### src/rtl/core/chbc_pkg.sv
package chbc_pkg;

    localparam int unsigned MAX_CAL_SAMPLES = 1024;
    localparam int unsigned FRACTION_BITS   = 8;

    localparam logic [1:0] OP_DETECT = 2'd0;
    localparam logic [1:0] OP_CAL    = 2'd1;
    localparam logic [1:0] OP_FINISH = 2'd2;
    localparam logic [1:0] OP_REPORT = 2'd3;

    localparam logic [1:0] STATUS_OK    = 2'd0;
    localparam logic [1:0] STATUS_EMPTY = 2'd1;
    localparam logic [1:0] STATUS_FULL  = 2'd2;

    localparam logic [11:0] FACTOR_RESET = 12'd51;
    localparam logic [23:0] COUNT_MAX    = 24'hFFFFFF;

    typedef struct packed {
        logic [1:0]          operation;
        logic signed [15:0]  axis_x;
        logic signed [15:0]  axis_y;
        logic signed [15:0]  axis_z;
    } t_req;

    typedef struct packed {
        logic [15:0] magnitude;
        logic        breath_seen;
        logic [23:0] reported_breaths;
        logic [15:0] low_level;
        logic [15:0] high_level;
        logic        levels_valid;
        logic [1:0]  status;
    } t_rsp;

    // One classified request passed from the front to the back.
    typedef struct packed {
        logic [1:0]  operation;
        logic [15:0] magnitude;
    } t_job;

endpackage

### src/rtl/core/chbc_isqrt.sv
module chbc_isqrt (
    input  logic        i_clk,
    input  logic        i_rst_n,
    input  logic        i_start,
    input  logic [53:0] i_value,
    output logic        o_done,
    output logic [26:0] o_root
);

    logic        r_busy;
    logic        r_done;
    logic [4:0]  r_cnt;
    logic [53:0] r_val;
    logic [29:0] r_rem;
    logic [26:0] r_root;

    logic [29:0] rem_sh;
    logic [29:0] trial;
    logic        ge;

    // One result bit per cycle: bring down two radicand bits, try root*4+1.
    assign rem_sh = {r_rem[27:0], r_val[53:52]};
    assign trial  = {1'b0, r_root, 2'b01};
    assign ge     = rem_sh >= trial;

    always_ff @(posedge i_clk) begin
        if (!i_rst_n) begin
            r_busy <= 1'b0;
            r_done <= 1'b0;
        end else begin
            r_done <= 1'b0;
            if (i_start) begin
                r_busy <= 1'b1;
                r_cnt  <= 5'd0;
                r_val  <= i_value;
                r_rem  <= 30'd0;
                r_root <= 27'd0;
            end else if (r_busy) begin
                r_val  <= {r_val[51:0], 2'b00};
                r_rem  <= ge ? (rem_sh - trial) : rem_sh;
                r_root <= {r_root[25:0], ge};
                r_cnt  <= r_cnt + 5'd1;
                if (r_cnt == 5'd26) begin
                    r_busy <= 1'b0;
                    r_done <= 1'b1;
                end
            end
        end
    end

    assign o_done = r_done;
    assign o_root = r_root;

endmodule

### src/rtl/core/chbc_front.sv
module chbc_front (
    input  logic          i_clk,
    input  logic          i_rst_n,
    input  logic          i_valid,
    input  chbc_pkg::t_req i_req,
    output logic          o_stall,
    output logic          o_push,
    output chbc_pkg::t_job o_job,
    input  logic          i_full
);

    typedef enum logic [3:0] {
        F_IDLE   = 4'b0001,
        F_SQUARE = 4'b0010,
        F_ROOT   = 4'b0100,
        F_HOLD   = 4'b1000
    } t_fstate;

    t_fstate            r_state;
    logic [1:0]         r_op;
    logic signed [15:0] r_x;
    logic signed [15:0] r_y;
    logic signed [15:0] r_z;
    logic [1:0]         r_sel;
    logic [33:0]        r_acc;
    logic [15:0]        r_mag;

    logic signed [15:0] axis;
    logic signed [31:0] square;
    logic               root_start;
    logic               root_done;
    logic [26:0]        root;

    always_comb begin
        unique case (r_sel)
            2'd0:    axis = r_x;
            2'd1:    axis = r_y;
            default: axis = r_z;
        endcase
    end

    assign square     = axis * axis;
    assign root_start = (r_state == F_SQUARE) && (r_sel == 2'd3);

    chbc_isqrt u_isqrt (
        .i_clk   (i_clk),
        .i_rst_n (i_rst_n),
        .i_start (root_start),
        .i_value ({20'd0, r_acc}),
        .o_done  (root_done),
        .o_root  (root)
    );

    always_ff @(posedge i_clk) begin
        if (!i_rst_n) begin
            r_state <= F_IDLE;
        end else begin
            unique case (r_state)
                F_IDLE: begin
                    if (i_valid) begin
                        r_op  <= i_req.operation;
                        r_x   <= i_req.axis_x;
                        r_y   <= i_req.axis_y;
                        r_z   <= i_req.axis_z;
                        r_sel <= 2'd0;
                        r_acc <= 34'd0;
                        if (i_req.operation == chbc_pkg::OP_DETECT ||
                            i_req.operation == chbc_pkg::OP_CAL) begin
                            r_state <= F_SQUARE;
                        end else begin
                            r_mag   <= 16'd0;
                            r_state <= F_HOLD;
                        end
                    end
                end
                F_SQUARE: begin
                    if (r_sel == 2'd3) begin
                        r_state <= F_ROOT;
                    end else begin
                        r_acc <= r_acc + {2'b00, square};
                        r_sel <= r_sel + 2'd1;
                    end
                end
                F_ROOT: begin
                    if (root_done) begin
                        r_mag   <= root[15:0];
                        r_state <= F_HOLD;
                    end
                end
                F_HOLD: begin
                    if (!i_full) begin
                        r_state <= F_IDLE;
                    end
                end
                default: r_state <= F_IDLE;
            endcase
        end
    end

    assign o_stall         = (r_state != F_IDLE);
    assign o_push          = (r_state == F_HOLD) && !i_full;
    assign o_job.operation = r_op;
    assign o_job.magnitude = r_mag;

endmodule

### config.mk
export PLATFORM = sky130hd
export DESIGN_NAME = chbc_front
export DESIGN_NICKNAME = d
export VERILOG_FILES = /design/src/rtl/core/chbc_pkg.sv /design/src/rtl/core/chbc_isqrt.sv /design/src/rtl/core/chbc_front.sv
export SDC_FILE = /design/constraint.sdc
export NUM_CORES = 1
export LEC_CHECK = 0
export ABC_AREA = 1
export BUFFER_PORTS_ARGS = -buffer_cell sky130_fd_sc_hd__buf_2
export CAP_MARGIN = 10
export CORE_ASPECT_RATIO = 1.5
export CORE_UTILIZATION = 55
export DETAILED_ROUTE_END_ITERATION = 10
export GPL_ROUTABILITY_DRIVEN = 0
export PLACE_DENSITY = 0.73
export REMOVE_ABC_BUFFERS = 1
export SYNTH_ARGS = -nofsm -noshare
export SYNTH_HDL_FRONTEND = slang
export SYNTH_SLANG_ARGS = --single-unit
### constraint.sdc
create_clock -name i_clk -period 21.8 [get_ports i_clk]
set_clock_uncertainty 0.1 [all_clocks]
set_input_delay 4.36 -clock i_clk [delete_from_list [all_inputs] [get_ports i_clk]]
set_output_delay 4.36 -clock i_clk [all_outputs]
set_load 0.02 [all_outputs]
==> impl_metrics.csv <==
group,metric,value,unit
synthesis,yosysWarnings,0,
worst_setup_path,crit_type,"input pin to primary output",
cts,htree_levels,1,
worst_setup_path,worstPathRequired,17.34,ns
sta,post-route-period-util,42.92,%
cts,cts_resized,0,
floorplan,design.die.area,42240,um^2
worst_setup_path,critical_path.startpoint,"i_full",
routing,routed_wl,52530,um
sta,relSlewSlack,28.29,%
placement,numPortBuffers,73,
cells_and_area,fill_cells,3511,
routing,wl_per_cell,15.61,um
sta,setup_tns,0,ns
cts,cts_root_buf,"clkbuf_16",
cts,worstSkewPairLatency,0.56,ns
worst_setup_path,path_max_fanout,2,
cts,cts_tree,"yes",
worst_setup_path,startpoint_type,"input pin",
sta,maxClockFrequency,106.9,MHz
worst_setup_path,r2r_start,"r_sel[0]",
synthesis,async_reset_ff_share,0,%
cells_and_area,area_growth,7.219,%
cells_and_area,postLayoutCoreUtil,60.23,%
floorplan,die_y,251.2,um
grt,grt_pass1_wl,86820,um
routing,met2_length,28050,um
grt,grt_pass1_vias,18320,
sta,grt_setup_unrepaired,"false",
floorplan,ios,74,
grt,grt_util_all_layers,25.79,%
grt,overflow,0,
routing,wl_met3,2503,um
status,status,"finished, final reports clean",
cts,clock_sinks,222,
cts,cts_hold_buf,0,
cts,cts_setup_buffers,0,
cells_and_area,diodes,0,
worst_hold_path,hp-class,"register to register",
worst_setup_path,path_cells,"buf_2 -> nor4_1 -> buf_2",
floorplan,start_util,56.18,%
routing,viasPerCell,5.294,
floorplan,die_x,168.2,um
routing,met1_length,18870,um
routing,num_vias,17820,
routing,top_layer_used,"met5",
synthesis,syn_avg_cell_area,8.186,um^2
synthesis,synthCells,2782,
sta,period_needed,9.356,ns
routing,final_antenna_net_count,0,
synthesis,yosysSeqAreaShare,29.01,%
floorplan,row_count,90,
placement,dp_hpwl,41820,um
floorplan,fp.coreArea,40540,um^2
cts,clock_path_buffers,3,
worst_setup_path,crit_path_end,"o_push",
worst_setup_path,cpMostUsedCell,"buf_2",
sta,worst_pin_slew,1.073,ns
synthesis,synth_cell_types,46,
cts,cts_made_buffers,23,
cells_and_area,mostFrequentLayoutCells,"inv_1, nand2_1, nor2_1",
routing,drt-initial-drc-count,1482,
sta,hold_violations,0,
worst_setup_path,crit_slowest_cell,"nor4_1",
job,drv_cap,0,
worst_setup_path,reg2reg_to,"r_acc[33]",
synthesis,ys_ff_latch,222,
worst_setup_path,max_stage_delay,0.23,ns
synthesis,synth_area,22770,um^2
synthesis,synthFlopType,"edfxtp_1",
grt,antenna_found_initial,1,
grt,grt_max_degree,96,
cells_and_area,final_common_cell,"inv_1",
cells_and_area,drive_above_1_share,6.294,%
worst_setup_path,r2r_cells,38,
cells_and_area,final_nets,3287,
worst_setup_path,crit_arrival,4.90,ns
worst_setup_path,ff2ff_setup_slack,12.52,ns
worst_setup_path,cp-end-kind,"primary output",
routing,drt_first_pass_iters,6,
sta,setup_viol,0,
cts,clkSlewWorstSetupHoldPaths,0.06,ns
sta,final_max_slew_viol_count,0,
routing,drc,0,
synthesis,synth_edf_count,216,
-- cells in the mapped netlist, types with 2 or more instances --
master	instances	area share [%]
a21o_1	7	0.23
o21ai_0	52	1.1
nand4_1	36	0.99
nand3_1	76	1.7
o211ai_1	2	0.066
xor2_1	28	1.1
and2_1	8	0.22
clkbuf_1	7	0.12
inv_2	5	0.082
a21oi_2	3	0.12
mux2_2	30	1.5
nor3b_1	3	0.099
nand3b_1	3	0.099
nand2_1	698	12
inv_1	699	12
xnor2_1	25	0.96
buf_4	4	0.13
buf_2	28	0.62
a21boi_0	2	0.066
clkinv_1	2	0.033
nor2_1	240	4.0
dfxtp_1	6	0.53
a21oi_1	121	2.7
nand2_2	7	0.19
a22o_1	11	0.42
or2_2	3	0.082
ha_1	156	8.6
nor2_2	3	0.082
o21a_1	7	0.23
buf_6	6	0.30
o21bai_1	16	0.53
nor3_1	20	0.44
edfxtp_1	216	28
nor4_1	6	0.16
a21oi_4	2	0.14
fa_1	234	21
-- worst min path at each step --
stage               slack (ns)                 to               from  depth (start not counted)
finish                    0.40  u_isqrt.r_val[47]  u_isqrt.r_val[45]                          2
global route              0.43  u_isqrt.r_val[47]  u_isqrt.r_val[45]                          2
CTS                       0.40  u_isqrt.r_val[49]  u_isqrt.r_val[47]                          2
detailed placement        0.39  u_isqrt.r_val[47]  u_isqrt.r_val[45]                          2
global placement          0.38  u_isqrt.r_val[46]  u_isqrt.r_val[44]                          2
floorplan                 0.32     u_isqrt.o_done     u_isqrt.r_busy                          2
-- registers in the layout, indices dropped and copies added, names as in the netlist --
signal and count:
u_isqrt.o_done 1, r_acc 34, r_state 4, r_x 16, u_isqrt.r_cnt 5, r_sel 2
u_isqrt.o_root 27, r_z 16, r_mag 16, u_isqrt.r_val 54, r_op 2, r_y 16
u_isqrt.r_rem 28, u_isqrt.r_busy 1
-- through the flow --
| step | instance area [um^2] | hold slack (ns) | cells | worst slack, ns |
|---|---|---|---|---|
| after floorplan | 22510 | 0.3243 | 2736 | 8.506 |
| after global placement | 23610 | 0.3836 | 3324 | 12.36 |
| after detailed placement | 23610 | 0.3890 | 3324 | 12.43 |
| after CTS | 24420 | 0.4028 | 3366 | 12.43 |
| after global routing | 24420 | 0.4273 | 3366 | 11.80 |
| final | 24420 | 0.4003 | 3366 | 12.44 |
-- area by class of cell --
type | count | area, um^2 | area share (%)
inverters | 706 | 2650 | 10.85
well taps | 506 | 633.1 | 2.593
clock inverters | 12 | 178.9 | 0.7327
multi-input cells | 1808 | 13290 | 54.41
clock buffers | 30 | 631.9 | 2.588
flip-flops and latches | 222 | 6606 | 27.05
repair buffers | 82 | 432.9 | 1.773
-- metal layers --
layer / GRT usage (%) / vias up
met3: 2.598 / 183
met2: 48.82 / 587
met5: 0 / -
met1: 27.99 / 8424
met4: 14.08 / 2
li1: - / 8625
-- critical path, delay by kind of cell --
family,cells,cell delay (ns)
buffers and inverters,2,0.31
AND/OR/NAND/NOR,1,0.23
-- cell families after synthesis --
family                     count (synthesis)  share of synthesized area [%]
adders and majority gates                390                          29.14
xor gates and xnor gates                  53                          2.038
DFF                                      222                          29.01
AOI/OAI and AO/OA                        227                          5.752
and+or+nand+nor                         1108                          19.77
buffers and inverters                    752                          12.81
muxes                                     30                          1.483
Power is left out: the tool's default activity adds up to more than one toggle a clock period on the data nets, which glitch-free logic cannot reach.
