[src/rtl/core/chbc_pkg.sv]
package chbc_pkg;

    localparam int unsigned MAX_CAL_SAMPLES = 1024;
    localparam int unsigned FRACTION_BITS   = 8;

    localparam logic [1:0] OP_DETECT = 2'd0;
    localparam logic [1:0] OP_CAL    = 2'd1;
    localparam logic [1:0] OP_FINISH = 2'd2;
    localparam logic [1:0] OP_REPORT = 2'd3;

    localparam logic [1:0] STATUS_OK    = 2'd0;
    localparam logic [1:0] STATUS_EMPTY = 2'd1;
    localparam logic [1:0] STATUS_FULL  = 2'd2;

    localparam logic [11:0] FACTOR_RESET = 12'd51;
    localparam logic [23:0] COUNT_MAX    = 24'hFFFFFF;

    typedef struct packed {
        logic [1:0]          operation;
        logic signed [15:0]  axis_x;
        logic signed [15:0]  axis_y;
        logic signed [15:0]  axis_z;
    } t_req;

    typedef struct packed {
        logic [15:0] magnitude;
        logic        breath_seen;
        logic [23:0] reported_breaths;
        logic [15:0] low_level;
        logic [15:0] high_level;
        logic        levels_valid;
        logic [1:0]  status;
    } t_rsp;

    // One classified request passed from the front to the back.
    typedef struct packed {
        logic [1:0]  operation;
        logic [15:0] magnitude;
    } t_job;

endpackage

[src/rtl/core/chbc_queue.sv]
module chbc_queue (
    input  logic           i_clk,
    input  logic           i_rst_n,
    input  logic           i_push,
    input  chbc_pkg::t_job i_job,
    output logic           o_full,
    input  logic           i_pop,
    output logic           o_empty,
    output chbc_pkg::t_job o_job
);

    chbc_pkg::t_job r_mem [2];
    logic           r_wp;
    logic           r_rp;
    logic [1:0]     r_cnt;

    always_ff @(posedge i_clk) begin
        if (!i_rst_n) begin
            r_wp  <= 1'b0;
            r_rp  <= 1'b0;
            r_cnt <= 2'd0;
        end else begin
            if (i_push) begin
                r_mem[r_wp] <= i_job;
                r_wp        <= ~r_wp;
            end
            if (i_pop) begin
                r_rp <= ~r_rp;
            end
            if (i_push && !i_pop) begin
                r_cnt <= r_cnt + 2'd1;
            end else if (!i_push && i_pop) begin
                r_cnt <= r_cnt - 2'd1;
            end
        end
    end

    assign o_full  = (r_cnt == 2'd2);
    assign o_empty = (r_cnt == 2'd0);
    assign o_job   = r_mem[r_rp];

endmodule

[config.mk]
export PLATFORM = sky130hd
export DESIGN_NAME = chbc_queue
export DESIGN_NICKNAME = d
export VERILOG_FILES = /design/src/rtl/core/chbc_pkg.sv /design/src/rtl/core/chbc_queue.sv
export SDC_FILE = /design/constraint.sdc
export NUM_CORES = 1
export LEC_CHECK = 0
export BUFFER_PORTS_ARGS = -buffer_cell sky130_fd_sc_hd__buf_2
export CORE_ASPECT_RATIO = 2
export CORE_MARGIN = 8
export CORE_UTILIZATION = 45
export CTS_CLUSTER_DIAMETER = 150
export CTS_CLUSTER_SIZE = 24
export DETAILED_ROUTE_END_ITERATION = 6
export GPL_ROUTABILITY_DRIVEN = 0
export PLACE_DENSITY = 0.7
export SLEW_MARGIN = 20
export SYNTH_ARGS = -nofsm -noshare
export SYNTH_HDL_FRONTEND = slang
export SYNTH_SLANG_ARGS = --single-unit
export TNS_END_PERCENT = 30
[constraint.sdc]
create_clock -name i_clk -period 2.2 [get_ports i_clk]
set_input_delay 0.66 -clock i_clk [delete_from_list [all_inputs] [get_ports i_clk]]
set_output_delay 0.66 -clock i_clk [all_outputs]
set_load 0.1 [all_outputs]
==> impl_metrics.yaml, run 1 <==
run_status:
  status: "complete, no violations"
synth:
  yosysSeqAreaShare_pct: 77.8
  ys_async_sr_fraction_pct: 0
  synth.net_count: 102
  synth-seq-cells: 41
  syn_area_per_cell_um2: 19.2
  synth_top_flop_cell: "sky130_fd_sc_hd__edfxtp_1"
  yosysWarningCount: 0
  netlist-cell-type-count: 17
  syn-cell-area_um2: 1520
  synth_cells: 79
  synth-edff-count: 36
timing:
  finalMaxSlewViolations: 0
  final_hold_viol_count: 0
  setup_viol: 0
  clock.fmax_mhz: 490
  worst_slew_margin_rel_pct: 67.8
  final_setup_margin_ns: 0.158
  grt_setup_unrepaired: "false"
  tightestPinTransition_ns: 0.486
  setup_total_negative_slack_ns: 0
  fin_worst_skew_ns: 0.00623
  final.period_utilization_pct: 92.8
  layout_min_cycle_time_ns: 2.04
clock_tree:
  htree_num_levels: 2
  cts-buffers-inserted: 5
  clock_sinks: 41
  root_buffer: "sky130_fd_sc_hd__clkbuf_8"
  cts_hold_repair.buffers: 0
  clock_insertion_delay_worst_skew_ns: 0.29
  tritoncts_clock_tree: "built"
  cts_buffer_depth: 2
  clock_slew_at_the_register_clock_pins_of_the_worst_setup_and_hold_paths_ns: 0.08
  post-cts-setup-buffer-count: 0
  cts_repair_resize_count: 0
detailed_routing:
  drt_drc_violations_left: 0
  drtIter0Drc: 10
  route.detailed.wl_per_inst_um: 16.5
  route.detailed.vias_per_inst: 5.07
  detailroute.via_count: 832
  detail_route.first_pass.iterations: 4
  wl_um: 2710
  final_antenna_net_count: 0
floorplanning:
  fp.coreArea_um2: 3300
  top_level_ports: 42
  floorplan.die_area_um2: 5600
  initial_utilization_pct: 45.9
  die_w_um: 57.1
  num_rows: 30
  dieHeight_um: 98.1
critical_path:
  cp.required_ns: 1.54
  timing.reg2reg.worst_path_depth: 2
  crit_fanout: 10
  regToRegEndpoint: "r_mem[1][13]$_DFFE_PP_"
  cp_data_arrival_time_ns: 1.38
  criticalPathCategory: "reg2out"
  cp-end-kind: "primary output"
  crit_path_top_delay_cell: "sky130_fd_sc_hd__mux2_2"
  reg2reg_slack_ns: 1.12
  timing.critical_path.from_type: "flop"
  critical_path_max_stage_delay_ns: 0.39
  critPathCapture: "o_job[4]"
  critical_path.reg2reg.startpoint: "r_wp$_SDFFE_PN0P_"
  critical_path.cell_chain: "buf_4 > mux2_2 > buf_12"
finish:
  register_area_um2: 1180
  fillerInstances: 221
  share_of_layout_cells_above_drive_strength_1_pct: 56.8
  multi_input_area_um2: 323
  num-nets-final: 154
  antenna-diode-count: 0
  final_cells: 164
  area_delta_synth_final_pct: 45.3
  postLayoutCellArea_um2: 2210
placed_design:
  placement.setup.worst_slack_ns: 0.473
  post_dp_cell_area_um2: 2070
  dp_hpwl_um: 2110
  placement.io_buffers: 41
  dp.cells: 156
global_route:
  groute.usage.overall_pct: 10.3
  largest_net_degree_at_the_start_of_global_routing: 15
  antenna_violations_before_repair: 0
  wire_length_of_the_first_global_routing_pass_um: 4500
  first_global_vias: 957
  grt_overflow: 0
pwr:
  p_leak_nw: 0.866
  power.ir.vdd_worst_mv: 0.861
  power_per_cell_area_nw_per_um2: 977
  design_power_total_mw: 2.15
hold_path:
  hp-class: "reg2reg"
run:
  drv_cap: 0
worst max-delay path: cells and delay by family, from the launching register on:
family / cells / cell delay, ns
mux: 1 / 0.39
buf+inv: 2 / 0.36
flops: 1 / 0.33
sequential cells by signal, indices dropped and copies added, names as in the netlist, named ones only:
| name | cells |
|---|---|
| r_mem | 36 |
| r_cnt | 2 |
| r_rp | 1 |
| r_wp | 1 |
kinds of logic (layout without fill, tap and decap cells):
| logic type | Yosys count | after routing | synth area share (%) |
|---|---|---|---|
| xor+xnor | 4 | 4 | 2.31 |
| mux | 18 | 18 | 13.4 |
| flops | 41 | 41 | 77.8 |
| buf+inv | 3 | 56 | 1.07 |
| simple gates | 10 | 10 | 3.79 |
| compound gates | 2 | 2 | 0.824 |
| fa+ha+maj | 1 | 1 | 0.824 |
how the worst min path moves through the flow:
stage                                startpoint               endpoint  slack, ns  cells after the start
after floorplan           r_cnt[1]$_SDFFE_PN0P_  r_cnt[1]$_SDFFE_PN0P_       0.48                      2
after CTS                 r_cnt[1]$_SDFFE_PN0P_  r_cnt[1]$_SDFFE_PN0P_       0.53                      2
final                     r_cnt[1]$_SDFFE_PN0P_  r_cnt[1]$_SDFFE_PN0P_       0.52                      2
after detailed placement  r_cnt[1]$_SDFFE_PN0P_  r_cnt[1]$_SDFFE_PN0P_       0.51                      2
after global placement    r_cnt[1]$_SDFFE_PN0P_  r_cnt[1]$_SDFFE_PN0P_       0.49                      2
after global routing                   i_job[0]  r_mem[1][0]$_DFFE_PP_       0.54                      1
stage by stage:
step | hold slack [ns] | util (%)
2_1_floorplan | 0.477 | -
3_3_place_gp | 0.495 | 62.6
3_5_place_dp | 0.511 | 62.6
4_1_cts | 0.528 | 66.8
5_1_grt | 0.537 | 66.8
6_report | 0.523 | 66.8
cell usage after synthesis, types with 2 or more instances:
| master | instances | share of area [%] |
|---|---|---|
| sky130_fd_sc_hd__dfxtp_1 | 5 | 6.6 |
| sky130_fd_sc_hd__mux2_2 | 18 | 13 |
| sky130_fd_sc_hd__xor2_1 | 3 | 1.7 |
| sky130_fd_sc_hd__nor2_1 | 2 | 0.49 |
| sky130_fd_sc_hd__edfxtp_1 | 36 | 71 |
| sky130_fd_sc_hd__and2_1 | 4 | 1.6 |
routing by layer:
| metal | global-route usage [%] | routed length [um] | up-vias |
|---|---|---|---|
| li1 | - | - | 397 |
| met1 | 11.0 | 1110 | 388 |
| met2 | 16.1 | 1330 | 39 |
| met3 | 5.19 | 200 | 8 |
| met4 | 5.09 | 68 | 0 |
| met5 | 0 | 0 | - |
cell usage in the layout (no fill, tap or decap), drive strengths merged:
cell type	Yosys	final
xnor2	1	1
nor2	2	2
and3	1	1
edfxtp	36	36
nand2	1	1
ha	1	1
mux2	18	18
bufinv	0	2
and2	4	4
buf	2	47
or3	1	1
xor2	3	3
a21boi	1	1
o21ai	1	1
inv	1	2
clkbuf	0	5
and2b	1	1
dfxtp	5	5
report_power, final:
group          total, mW  switching, mW  internal, mW
Clock              0.710          0.254         0.456
Sequential         0.901         0.0160         0.885
Combinational      0.543          0.355         0.188
Total               2.15          0.625          1.53
cell type report:
cell class                 count  share of cell area (%)
clock buffer                   5                    3.12
sequential                    41                    53.5
clock inverter                 3                    3.12
timing repair buffer          47                    23.6
tap                           32                    1.82
multi-input combinational     35                    14.6
inverter                       1                   0.170
(Power assumes the default switching activity.)
==> run 2: changes to the inputs <==
==> constraint.sdc (replaced) <==
create_clock -name i_clk -period 2.2 [get_ports i_clk]
set_input_delay 0 -clock i_clk [delete_from_list [all_inputs] [get_ports i_clk]]
set_output_delay 0 -clock i_clk [all_outputs]
set_load 0.1 [all_outputs]
==> impl_metrics.yaml, run 2 (synthesized netlist as in run 1, its figures left out) <==
run_status:
  status: "complete, no violations"
timing:
  tightestPinTransition_ns: 0.497
  setup_viol: 0
  finalMaxSlewViolations: 0
  setup_total_negative_slack_ns: 0
  final.period_utilization_pct: 77.0
  fin_worst_skew_ns: 0.00232
  clock.fmax_mhz: 590
  worst_slew_margin_rel_pct: 67.1
  layout_min_cycle_time_ns: 1.69
  grt_setup_unrepaired: "false"
  final_hold_viol_count: 0
detailed_routing:
  final_antenna_net_count: 0
  wl_um: 2700
  detail_route.first_pass.iterations: 4
  detailroute.via_count: 891
  route.detailed.vias_per_inst: 4.95
  drtIter0Drc: 15
  route.detailed.wl_per_inst_um: 15.0
  drt_drc_violations_left: 0
pwr:
  power.combinational.fraction_pct: 25.0
  p_sw_share_pct: 32.6
  power_per_cell_area_nw_per_um2: 879
  switching_power_mw: 0.586
  power.ir.vdd_worst_mv: 0.601
  p_leak_nw: 0.809
  clock_power_share_pct: 24.8
  internal_power_mw: 1.21
  power_frac_seq_pct: 50.2
global_route:
  largest_net_degree_at_the_start_of_global_routing: 13
  antenna_violations_before_repair: 0
  grt_overflow: 0
  wire_length_of_the_first_global_routing_pass_um: 4380
  first_global_vias: 962
  groute.usage.overall_pct: 10.0
clock_tree:
  cts_buffer_depth: 2
  clock_slew_at_the_register_clock_pins_of_the_worst_setup_and_hold_paths_ns: 0.07
  post-cts-setup-buffer-count: 0
  clock_insertion_delay_worst_skew_ns: 0.29
  cts-buffers-inserted: 5
  tritoncts_clock_tree: "built"
  clock_sinks: 41
  htree_num_levels: 2
  root_buffer: "sky130_fd_sc_hd__clkbuf_8"
critical_path:
  timing.critical_path.from_type: "flop"
  crit_fanout: 11
  cp_data_arrival_time_ns: 1.69
  critical_path_buf_inv_count: 2
  cp-end-kind: "primary output"
  critical_path_max_stage_delay_ns: 0.50
  cp_top_family: "buffers and inverters"
  cp.required_ns: 2.20
  crit_path_top_delay_cell: "sky130_fd_sc_hd__dfxtp_1"
  critical_path.cell_chain: "buf_4 > mux2_2 > buf_2"
  criticalPathCategory: "reg2out"
finish:
  multi_input_area_um2: 320
  biggestRegsByFlops: "r_mem: 36 flops, r_cnt: 2 flops"
  most_frequent_cells_in_the_layout: "sky130_fd_sc_hd__buf_2 (41), sky130_fd_sc_hd__edfxtp_1 (36), sky130_fd_sc_hd__dlygate4sd3_1 (19), sky130_fd_sc_hd__mux2_2 (18)"
  num-nets-final: 171
  layout_commonest_cell: "sky130_fd_sc_hd__buf_2"
  area_delta_synth_final_pct: 35.0
  register_area_um2: 1180
  share_of_layout_cells_above_drive_strength_1_pct: 47.3
  fin_util_pct: 62.0
  antenna-diode-count: 0
  fillerInstances: 244
  largest_reg_flops: 36
  largest-register: "r_mem"
placed_design:
  placement.io_buffers: 41
  dp_hpwl_um: 1860
floorplanning:
  top_level_ports: 42
  floorplan.die_area_um2: 5600
  die_w_um: 57.1
  dieHeight_um: 98.1
  fp.coreArea_um2: 3300
  num_rows: 30
  initial_utilization_pct: 45.9
run:
  drv_cap: 0
hold_path:
  hp-class: "in2reg"
-- run 2: cell types whose count changed in the layout (fill, tap and decap cells not counted) --
cell	previous run	this run
sky130_fd_sc_hd__buf_2	23	41
sky130_fd_sc_hd__bufinv_16	2	0
sky130_fd_sc_hd__clkinv_2	0	1
sky130_fd_sc_hd__buf_4	6	4
sky130_fd_sc_hd__clkbuf_1	0	1
sky130_fd_sc_hd__inv_6	1	0
sky130_fd_sc_hd__dlygate4sd3_1	0	19
sky130_fd_sc_hd__nor2_2	1	0
sky130_fd_sc_hd__buf_12	18	0
sky130_fd_sc_hd__nor2_1	1	2
-- run 2: power by group through the flow --
stage | logic (mW) | clock network (mW) | registers [mW]
after floorplan | 0.357 | 0 | 0.913
after global placement | 0.424 | 0 | 0.920
after detailed placement | 0.427 | 0 | 0.922
after CTS | 0.454 | 0.463 | 0.904
after global routing | 0.471 | 0.494 | 0.908
final | 0.450 | 0.447 | 0.904
-- run 2: layer usage --
layer / share of wire, % / GRT usage [%] / vias to the layer above / routed length (um)
met1: 42 / 10.6 / 404 / 1140
met3: 9.9 / 6.36 / 10 / 268
met4: 2.2 / 5.45 / 0 / 60
met2: 46 / 14.9 / 42 / 1230
li1: - / - / 435 / -
met5: 0 / 0 / - / 0
-- run 2: path summary, 6_finish.rpt --
path	startpoint	endpoint	slack, ns	cells past startpoint
worst min register to register	r_cnt[1]$_SDFFE_PN0P_	r_cnt[1]$_SDFFE_PN0P_	0.51	2
worst min-delay path	i_pop	r_rp$_SDFFE_PN0P_	0.06	3
worst max register to register	r_wp$_SDFFE_PN0P_	r_mem[1][4]$_DFFE_PP_	0.87	2
worst max-delay path	flop	o_job[15]	0.51	3
-- run 2: stage by stage --
step | cells | setup slack [ns] | hold WS [ns] | total power, mW | cell area, um^2
floorplan | 79 | 0.617 | 0.0989 | 1.27 | 1520
global placement | 154 | 0.795 | 0.187 | 1.34 | 1780
detailed placement | 154 | 0.792 | 0.191 | 1.35 | 1780
CTS | 180 | 0.469 | 0.0498 | 1.82 | 2050
global route | 180 | 0.422 | 0.0717 | 1.87 | 2050
finish | 180 | 0.506 | 0.0553 | 1.80 | 2050
-- run 2: repair_timing --
item	4_1_cts	5_1_grt
endpoints found under the hold margin	39	0
gates resized for setup	0	0
hold buffers	19	0
-- run 2: layout make-up --
cell class / instances / share of cell area [%]
clock inverter: 1 / 0.244
clock buffer: 6 / 3.54
tap: 32 / 1.95
sequential: 41 / 57.7
timing repair buffer: 64 / 20.8
inverter: 1 / 0.183
multi-input combinational: 35 / 15.6
-- run 2: worst reg2reg max path, stage by stage (launching register included) --
cell and delay [ns]:
sky130_fd_sc_hd__dfxtp_1 0.36, sky130_fd_sc_hd__and3_1 0.39, sky130_fd_sc_hd__buf_4 0.28
