[src/rtl/core/chbc_pkg.sv]
package chbc_pkg;

    localparam int unsigned MAX_CAL_SAMPLES = 1024;
    localparam int unsigned FRACTION_BITS   = 8;

    localparam logic [1:0] OP_DETECT = 2'd0;
    localparam logic [1:0] OP_CAL    = 2'd1;
    localparam logic [1:0] OP_FINISH = 2'd2;
    localparam logic [1:0] OP_REPORT = 2'd3;

    localparam logic [1:0] STATUS_OK    = 2'd0;
    localparam logic [1:0] STATUS_EMPTY = 2'd1;
    localparam logic [1:0] STATUS_FULL  = 2'd2;

    localparam logic [11:0] FACTOR_RESET = 12'd51;
    localparam logic [23:0] COUNT_MAX    = 24'hFFFFFF;

    typedef struct packed {
        logic [1:0]          operation;
        logic signed [15:0]  axis_x;
        logic signed [15:0]  axis_y;
        logic signed [15:0]  axis_z;
    } t_req;

    typedef struct packed {
        logic [15:0] magnitude;
        logic        breath_seen;
        logic [23:0] reported_breaths;
        logic [15:0] low_level;
        logic [15:0] high_level;
        logic        levels_valid;
        logic [1:0]  status;
    } t_rsp;

    // One classified request passed from the front to the back.
    typedef struct packed {
        logic [1:0]  operation;
        logic [15:0] magnitude;
    } t_job;

endpackage

[src/rtl/core/chbc_isqrt.sv]
module chbc_isqrt (
    input  logic        i_clk,
    input  logic        i_rst_n,
    input  logic        i_start,
    input  logic [53:0] i_value,
    output logic        o_done,
    output logic [26:0] o_root
);

    logic        r_busy;
    logic        r_done;
    logic [4:0]  r_cnt;
    logic [53:0] r_val;
    logic [29:0] r_rem;
    logic [26:0] r_root;

    logic [29:0] rem_sh;
    logic [29:0] trial;
    logic        ge;

    // One result bit per cycle: bring down two radicand bits, try root*4+1.
    assign rem_sh = {r_rem[27:0], r_val[53:52]};
    assign trial  = {1'b0, r_root, 2'b01};
    assign ge     = rem_sh >= trial;

    always_ff @(posedge i_clk) begin
        if (!i_rst_n) begin
            r_busy <= 1'b0;
            r_done <= 1'b0;
        end else begin
            r_done <= 1'b0;
            if (i_start) begin
                r_busy <= 1'b1;
                r_cnt  <= 5'd0;
                r_val  <= i_value;
                r_rem  <= 30'd0;
                r_root <= 27'd0;
            end else if (r_busy) begin
                r_val  <= {r_val[51:0], 2'b00};
                r_rem  <= ge ? (rem_sh - trial) : rem_sh;
                r_root <= {r_root[25:0], ge};
                r_cnt  <= r_cnt + 5'd1;
                if (r_cnt == 5'd26) begin
                    r_busy <= 1'b0;
                    r_done <= 1'b1;
                end
            end
        end
    end

    assign o_done = r_done;
    assign o_root = r_root;

endmodule

[src/rtl/core/chbc_back.sv]
module chbc_back (
    input  logic           i_clk,
    input  logic           i_rst_n,
    input  logic           i_empty,
    input  chbc_pkg::t_job i_job,
    output logic           o_pop,
    input  logic [11:0]    i_factor,
    output logic           o_valid,
    output chbc_pkg::t_rsp o_rsp,
    input  logic           i_stall
);

    typedef enum logic [7:0] {
        B_IDLE   = 8'b0000_0001,
        B_MUL    = 8'b0000_0010,
        B_DIFF   = 8'b0000_0100,
        B_ROOT   = 8'b0000_1000,
        B_DIVM   = 8'b0001_0000,
        B_DIVD   = 8'b0010_0000,
        B_SPREAD = 8'b0100_0000,
        B_DONE   = 8'b1000_0000
    } t_bstate;

    localparam int unsigned FB = chbc_pkg::FRACTION_BITS;

    t_bstate        r_state;
    logic           r_above;
    logic           r_known;
    logic [23:0]    r_count;
    logic [15:0]    r_low;
    logic [15:0]    r_high;
    logic           r_ok;
    logic [10:0]    r_cal_count;
    logic [26:0]    r_cal_sum;
    logic [42:0]    r_cal_sq;
    logic [15:0]    r_cal_min;
    logic [15:0]    r_cal_max;
    logic           r_out_valid;
    chbc_pkg::t_rsp r_out;
    logic [53:0]    r_sq;
    logic [53:0]    r_prod;
    logic [53:0]    r_mq;
    logic [10:0]    r_mn;
    logic [5:0]     r_step;
    logic [10:0]    r_div_rem;
    logic [34:0]    r_div_quo;
    logic [23:0]    r_mean;
    logic [23:0]    r_dev;
    logic [35:0]    r_spread;

    logic        out_free;
    logic [15:0] mag;
    logic [31:0] mag_sq;
    logic        crossed;
    logic        cal_full;
    logic [53:0] diff;
    logic        root_done;
    logic [26:0] root;
    logic [11:0] div_t;
    logic        div_ge;
    logic [10:0] div_rem_n;
    logic [34:0] div_quo_n;
    logic [31:0] centre;
    logic        spread_over;
    logic [35:0] lo_diff;
    logic [36:0] hi_sum;
    logic [15:0] lo_raw;
    logic [20:0] hi_raw;
    logic [15:0] lo;
    logic [15:0] hi;

    assign out_free = !r_out_valid || !i_stall;
    assign o_pop    = (r_state == B_IDLE) && !i_empty && out_free;
    assign mag      = i_job.magnitude;
    assign mag_sq   = 32'(mag) * 32'(mag);
    assign crossed  = r_above ? (mag < r_low) : (mag > r_high);
    assign cal_full = r_cal_count >= 11'(chbc_pkg::MAX_CAL_SAMPLES);

    // The variance numerator cannot go negative in exact arithmetic; clamp anyway.
    assign diff = (r_prod > r_sq) ? (r_prod - r_sq) : 54'd0;

    chbc_isqrt u_isqrt (
        .i_clk   (i_clk),
        .i_rst_n (i_rst_n),
        .i_start (r_state == B_DIFF),
        .i_value (diff),
        .o_done  (root_done),
        .o_root  (root)
    );

    // Restoring divider by the sample count, one quotient bit per cycle.
    assign div_t     = {r_div_rem, r_div_quo[34]};
    assign div_ge    = div_t >= {1'b0, r_cal_count};
    assign div_rem_n = div_ge ? 11'(div_t - {1'b0, r_cal_count}) : div_t[10:0];
    assign div_quo_n = {r_div_quo[33:0], div_ge};

    assign centre      = {r_mean, FB'(0)};
    assign spread_over = r_spread > {4'd0, centre};
    assign lo_diff     = {4'd0, centre} - r_spread;
    assign hi_sum      = {5'd0, centre} + {1'b0, r_spread};
    assign lo_raw      = lo_diff[2*FB +: 16];
    assign hi_raw      = hi_sum[2*FB +: 21];

    always_comb begin
        if (spread_over || lo_raw < r_cal_min) begin
            lo = r_cal_min;
        end else begin
            lo = lo_raw;
        end
        if (hi_raw > {5'd0, r_cal_max}) begin
            hi = r_cal_max;
        end else begin
            hi = hi_raw[15:0];
        end
    end

    always_ff @(posedge i_clk) begin
        if (!i_rst_n) begin
            r_state     <= B_IDLE;
            r_above     <= 1'b0;
            r_known     <= 1'b0;
            r_count     <= 24'd0;
            r_low       <= 16'd0;
            r_high      <= 16'd0;
            r_ok        <= 1'b0;
            r_cal_count <= 11'd0;
            r_cal_sum   <= 27'd0;
            r_cal_sq    <= 43'd0;
            r_cal_min   <= 16'hFFFF;
            r_cal_max   <= 16'd0;
            r_out_valid <= 1'b0;
        end else begin
            if (r_out_valid && !i_stall) begin
                r_out_valid <= 1'b0;
            end
            unique case (r_state)
                B_IDLE: begin
                    if (o_pop) begin
                        r_out.magnitude        <= 16'd0;
                        r_out.breath_seen      <= 1'b0;
                        r_out.reported_breaths <= 24'd0;
                        r_out.low_level        <= r_low;
                        r_out.high_level       <= r_high;
                        r_out.levels_valid     <= r_ok;
                        r_out.status           <= chbc_pkg::STATUS_OK;
                        r_out_valid            <= 1'b1;
                        unique case (i_job.operation)
                            chbc_pkg::OP_DETECT: begin
                                r_out.magnitude <= mag;
                                r_known         <= 1'b1;
                                if (crossed) begin
                                    r_above <= !r_above;
                                    // Only an upward crossing after the first sample counts.
                                    if (!r_above && r_known) begin
                                        r_out.breath_seen <= 1'b1;
                                        if (r_count != chbc_pkg::COUNT_MAX) begin
                                            r_count <= r_count + 24'd1;
                                        end
                                    end
                                end
                            end
                            chbc_pkg::OP_CAL: begin
                                r_out.magnitude <= mag;
                                if (cal_full) begin
                                    r_out.status <= chbc_pkg::STATUS_FULL;
                                end else begin
                                    r_cal_count <= r_cal_count + 11'd1;
                                    r_cal_sum   <= r_cal_sum + {11'd0, mag};
                                    r_cal_sq    <= r_cal_sq + {11'd0, mag_sq};
                                    if (mag < r_cal_min) r_cal_min <= mag;
                                    if (mag > r_cal_max) r_cal_max <= mag;
                                end
                            end
                            chbc_pkg::OP_FINISH: begin
                                if (r_cal_count == 11'd0) begin
                                    r_out.status <= chbc_pkg::STATUS_EMPTY;
                                end else begin
                                    r_out_valid <= 1'b0;
                                    r_sq        <= r_cal_sum * r_cal_sum;
                                    r_prod      <= 54'd0;
                                    r_mq        <= {11'd0, r_cal_sq};
                                    r_mn        <= r_cal_count;
                                    r_step      <= 6'd0;
                                    r_state     <= B_MUL;
                                end
                            end
                            default: begin
                                r_out.reported_breaths <= r_count;
                                r_count                <= 24'd0;
                            end
                        endcase
                    end
                end
                B_MUL: begin
                    if (r_mn[0]) begin
                        r_prod <= r_prod + r_mq;
                    end
                    r_mq   <= {r_mq[52:0], 1'b0};
                    r_mn   <= {1'b0, r_mn[10:1]};
                    r_step <= r_step + 6'd1;
                    if (r_step == 6'd10) begin
                        r_state <= B_DIFF;
                    end
                end
                B_DIFF: begin
                    r_state <= B_ROOT;
                end
                B_ROOT: begin
                    if (root_done) begin
                        r_div_rem <= 11'd0;
                        r_div_quo <= {r_cal_sum, FB'(0)};
                        r_step    <= 6'd0;
                        r_state   <= B_DIVM;
                    end
                end
                B_DIVM: begin
                    r_div_rem <= div_rem_n;
                    r_div_quo <= div_quo_n;
                    r_step    <= r_step + 6'd1;
                    if (r_step == 6'd34) begin
                        r_mean    <= div_quo_n[23:0];
                        r_div_rem <= 11'd0;
                        r_div_quo <= {root, FB'(0)};
                        r_step    <= 6'd0;
                        r_state   <= B_DIVD;
                    end
                end
                B_DIVD: begin
                    r_div_rem <= div_rem_n;
                    r_div_quo <= div_quo_n;
                    r_step    <= r_step + 6'd1;
                    if (r_step == 6'd34) begin
                        r_dev   <= div_quo_n[23:0];
                        r_state <= B_SPREAD;
                    end
                end
                B_SPREAD: begin
                    r_spread <= i_factor * r_dev;
                    r_state  <= B_DONE;
                end
                B_DONE: begin
                    if (out_free) begin
                        r_low                  <= lo;
                        r_high                 <= hi;
                        r_ok                   <= (lo != hi);
                        r_cal_count            <= 11'd0;
                        r_cal_sum              <= 27'd0;
                        r_cal_sq               <= 43'd0;
                        r_cal_min              <= 16'hFFFF;
                        r_cal_max              <= 16'd0;
                        r_out.magnitude        <= 16'd0;
                        r_out.breath_seen      <= 1'b0;
                        r_out.reported_breaths <= 24'd0;
                        r_out.low_level        <= lo;
                        r_out.high_level       <= hi;
                        r_out.levels_valid     <= (lo != hi);
                        r_out.status           <= chbc_pkg::STATUS_OK;
                        r_out_valid            <= 1'b1;
                        r_state                <= B_IDLE;
                    end
                end
                default: r_state <= B_IDLE;
            endcase
        end
    end

    assign o_valid = r_out_valid;
    assign o_rsp   = r_out;

`ifndef SYNTHESIS
    a_cal_bound: assert property (@(posedge i_clk) disable iff (!i_rst_n)
        r_cal_count <= 11'(chbc_pkg::MAX_CAL_SAMPLES))
        else $error("calibration count beyond limit");

    a_ok_differ: assert property (@(posedge i_clk) disable iff (!i_rst_n)
        r_ok |-> (r_low != r_high))
        else $error("levels valid with equal thresholds");

    a_min_max: assert property (@(posedge i_clk) disable iff (!i_rst_n)
        (r_cal_count != 11'd0) |-> (r_cal_min <= r_cal_max))
        else $error("calibration minimum above maximum");

    a_finish_clears: assert property (@(posedge i_clk) disable iff (!i_rst_n)
        (r_state == B_DONE && out_free) |=> (r_cal_count == 11'd0 && r_out_valid))
        else $error("finish did not clear accumulators or post a result");
`endif

endmodule

[config.mk]
export PLATFORM = sky130hd
export DESIGN_NAME = chbc_back
export DESIGN_NICKNAME = d
export VERILOG_FILES = /design/src/rtl/core/chbc_pkg.sv /design/src/rtl/core/chbc_isqrt.sv /design/src/rtl/core/chbc_back.sv
export SDC_FILE = /design/constraint.sdc
export NUM_CORES = 2
export LEC_CHECK = 0
export BUFFER_PORTS_ARGS = -buffer_cell sky130_fd_sc_hd__buf_4
export CAP_MARGIN = 20
export CORE_MARGIN = 3
export CORE_UTILIZATION = 63
export DETAILED_ROUTE_END_ITERATION = 10
export GPL_TIMING_DRIVEN = 1
export HOLD_SLACK_MARGIN = 0.02
export PLACE_DENSITY_LB_ADDON = 0.15
export SYNTH_ARGS = -nofsm -noshare
export SYNTH_HDL_FRONTEND = slang
export SYNTH_HIERARCHICAL = 1
export SYNTH_SLANG_ARGS = --single-unit
[constraint.sdc]
create_clock -name i_clk -period 9.9 [get_ports i_clk]
set_clock_uncertainty 0.1 [all_clocks]
set_input_delay 1.98 -clock i_clk [delete_from_list [all_inputs] [get_ports i_clk]]
set_output_delay 1.98 -clock i_clk [all_outputs]
set_load 0.01 [all_outputs]
==> summary.txt <==
Clock tree
  – Clk pin slew, worst setup/hold paths: ~60 ps
  – Hold_buf cts: 0
  – CTS tree: done
  – Max Root-Sink Buffers: 3
  – Clock buffers created by TritonCTS: 75
  – Post_cts resized: 0
  – Clk sinks: 681
  – Root buf cell: clkbuf_16
  – Clock Latency Late Sink: 670 ps
  – Htree depth: 3
  – Post-CTS Setup Bufs: 0

Worst setup path
  – R2R setup slack: between 700 and 800 ps
  – Setup Crit Path Kind: flop to flop
  – Most used cell along the critical path: fa_1
  – WP buf/inv: 7
  – CP Launch Type: flop
  – CP max-delay cell: dfxtp_1
  – CP Data Arrival Time: 9440 ps
  – RR Startpoint: r_cal_sum[8]$_SDFFE_PN0P_
  – Crit Reg-Reg Endpoint: r_sq[53]$_DFFE_PP_
  – Reg2Reg Depth: 28
  – Worst-path fanout max: 18
  – Crit. End Element: flop
  – CP top delay family: adder cells
  – WP data required: ~10000 ps
  – Crit-path max cell delay: 990 ps

Synth
  – Synth top area cells: fa_1 (26%), edfxtp_1 (20%), ha_1 (12%)
  – Yosys top cell by area: fa_1
  – Flops & latches, synth: roughly 680
  – Commonest cells in the netlist: inv_1 (1560), fa_1 (972), nand2_1 (800), ha_1 (721), nor2_1 (536)
  – Syn avg cell area: roughly 9.4 um^2
  – Top FF cell, synth: edfxtp_1
  – Post-Synthesis Cells: 8087
  – Distinct cell type count after synthesis: 91
  – Post-synth top area share: 0.255
  – EDFF count, synth: 498
  – Post-synth ARST share: 0
  – Post-synthesis sequential area ratio: 0.244
  – Most frequent cell after synthesis: inv_1
  – Post-Synthesis Net Count: between 9000 and 10000
  – Post-synthesis cell area: about 76000 um^2
  – Synth warn: 6

GRT
  – Vias in the first global route: roughly 58000
  – Tot GR Track Use: 0.318
  – Initial antenna violation count: 2
  – First-pass GRT wire length: roughly 310000 um
  – Largest net degree at the start of global routing: between 80 and 90
  – Grt total ovfl: 0

Die
  – Std-Cell Core Area: 119000 um^2
  – Initial core utilization: 0.641
  – Row count: 126
  – # IOs: 112
  – Die Y: roughly 350 um
  – Die ar.: 125000 um^2
  – Die extent in x: 354 um

STA
  – Final period util: 0.922
  – Worst-margin pin slew: between 1000 and 1500 ps
  – Max_slew headroom: 0.235
  – Max-slew violation count: 0
  – Final setup fails: 0
  – Fin Setup TNS: 0 ps
  – Final Hold Fails: 0
  – Maximum clock frequency: roughly 110 MHz
  – Unrepaired setup endpoints after global routing: false
  – Final min period: 9130 ps

Power
  – Combinational fraction of design power: 0.475
  – LEAKAGE: slightly below 40 nW
  – P_sw: around 0.0046 W
  – Switching fraction of total power: 0.384
  – PwrDens: ~150 nW/um^2
  – Clock share of power: 0.250
  – Worst vdd ir: about 460 uV
  – Power Internal: ~0.0073 W
  – Reg power frac: 0.274

Worst hold path
  – Hold path endpoint: r_high[8]$_SDFFE_PN0P_
  – Hold path depth: 2
  – Hold WC Path Type: flop to flop
  – Critical hold path startpoint: r_high[8]$_SDFFE_PN0P_

Route
  – Via Count: around 57000
  – Max Used Layer: met4
  – Routed length on met2: 93200 um
  – Via/cell ratio: slightly below 6
  – Post-DRT Antenna Nets: 0
  – Routed wl met3: roughly 14000 um
  – DR WL/cell: just over 20 um
  – Met1 Wirelength: a little over 80000 um
  – Final WL: 197000 um
  – Initial DRC count: 4501
  – First-pass DRT Iterations: 6
  – Drt drc: 0

Placement
  – Routability cong.: around 0.94
  – Port Buffers: ~110
  – Cell area after placement: between 70000 and 80000 um^2
  – Hpwl dp: 154000 um

Final layout
  – Final instance area: 81200 um^2
  – # diodes: 0
  – Final nets: around 10000
  – Fill cells: around 9400
  – Share of layout cells above drive strength 1: 0.0543
  – Area Overhead vs Synth: 6.56%
  – Area of the multi-input gates: roughly 51000 um^2
  – FF/Latch Area: 18600 um^2

Outcome
  – Status: complete, no violations

Job
  – Number of max-cap violations: 0
-- metal layers --
| layer | up-vias | GRT usage |
|---|---|---|
| met2 | 2112 | 0.519 |
| met5 | - | 0 |
| met3 | 456 | 0.0460 |
| met1 | 28200 | 0.431 |
| li1 | 26100 | - |
| met4 | 0 | 0.128 |
-- registers in the layout, summed over array words and instances, names as in the netlist, 27 cells and up --
register and cells:
r_cal_sum 27, o_rsp 76, u_isqrt/r_val 54, u_isqrt/r_rem 28
r_mq 54, r_spread 36, r_sq 53, r_prod 54
r_cal_sq 43, r_div_quo 35, u_isqrt/o_root 27
-- worst min-delay path: cells and delay by family (launching register included) --
kind / cells / cell delay, ps
AO/OA/AOI/OAI: 1 / 50
flip-flops: 1 / 310
AND/OR/NAND/NOR: 1 / 50
-- metrics by stage --
stage	setup slack (ps)	hold WS [ps]	instances	util	total power [W]
floorplan	1240	336	8087	-	0.00764
global placement	686	342	9574	0.660	0.00876
detailed placement	671	349	9574	0.660	0.00886
CTS	959	358	9714	0.682	0.0119
global route	363	379	9717	0.683	0.0128
finish	773	354	9717	0.683	0.0118
-- cells by family after synthesis --
family / count (synthesis) / synth area share
muxes: 100 / 0.0143
DFF: 681 / 0.244
and+or+nand+nor: 2212 / 0.136
AOI/OAI and AO/OA: 1183 / 0.100
adders and majority gates: 1693 / 0.374
buffers and inverters: 1883 / 0.0935
xor gates and xnor gates: 335 / 0.0385
-- layout by cell type (no fill, tap or decap), types with 37 or more instances in the layout --
cell type,synthesis,final
mux2_2,62,62
nor2b_1,65,65
nand2_1,800,799
a21o_1,171,171
ha_1,721,721
xnor2_1,212,212
a21oi_1,363,361
a31oi_1,43,43
clkbuf_16,0,79
and3_1,48,46
a211oi_1,42,42
and2_1,295,295
nand3_1,122,121
xor2_1,123,123
o21a_1,49,47
nand2b_1,47,47
or3_1,41,41
edfxtp_1,498,498
nor3_1,90,90
dfxtp_1,183,183
mux2i_1,37,37
buf_4,0,198
o21bai_1,48,48
fa_1,972,972
nand4_1,50,50
inv_1,1560,1559
nor2_1,536,532
o21ai_0,221,221
-- final cells by class --
class,count,area share
clock inverters,45,0.00625
repair buffers,201,0.0193
well taps,1600,0.0246
clock buffers,95,0.0256
flip-flops and latches,681,0.229
multi-input cells,5523,0.622
inverters,1572,0.0727
-- how the worst max path moves through the flow --
stage / start / to / slack (ps) / depth (start not counted)
2_1_floorplan: i_job[8] / r_cal_sq[35]$_SDFFE_PN0P_ / 1240 / 26
5_1_grt: r_cal_sum[8]$_SDFFE_PN0P_ / r_sq[53]$_DFFE_PP_ / 360 / 28
4_1_cts: r_cal_sum[8]$_SDFFE_PN0P_ / r_sq[51]$_DFFE_PP_ / 960 / 29
3_5_place_dp: i_job[9] / r_cal_sq[35]$_SDFFE_PN0P_ / 670 / 27
6_report: r_cal_sum[8]$_SDFFE_PN0P_ / r_sq[53]$_DFFE_PP_ / 770 / 28
3_3_place_gp: i_job[5] / r_cal_sq[35]$_SDFFE_PN0P_ / 690 / 27
-- power by group through the flow --
stage               logic (W)  clock network [W]  registers [W]
finish                0.00563            0.00296        0.00325
global route          0.00639            0.00312        0.00325
CTS                   0.00561            0.00300        0.00325
detailed placement    0.00555                  0        0.00331
global placement      0.00545                  0        0.00331
floorplan             0.00435                  0        0.00329
Note: power is estimated with default switching activity, not from simulation.
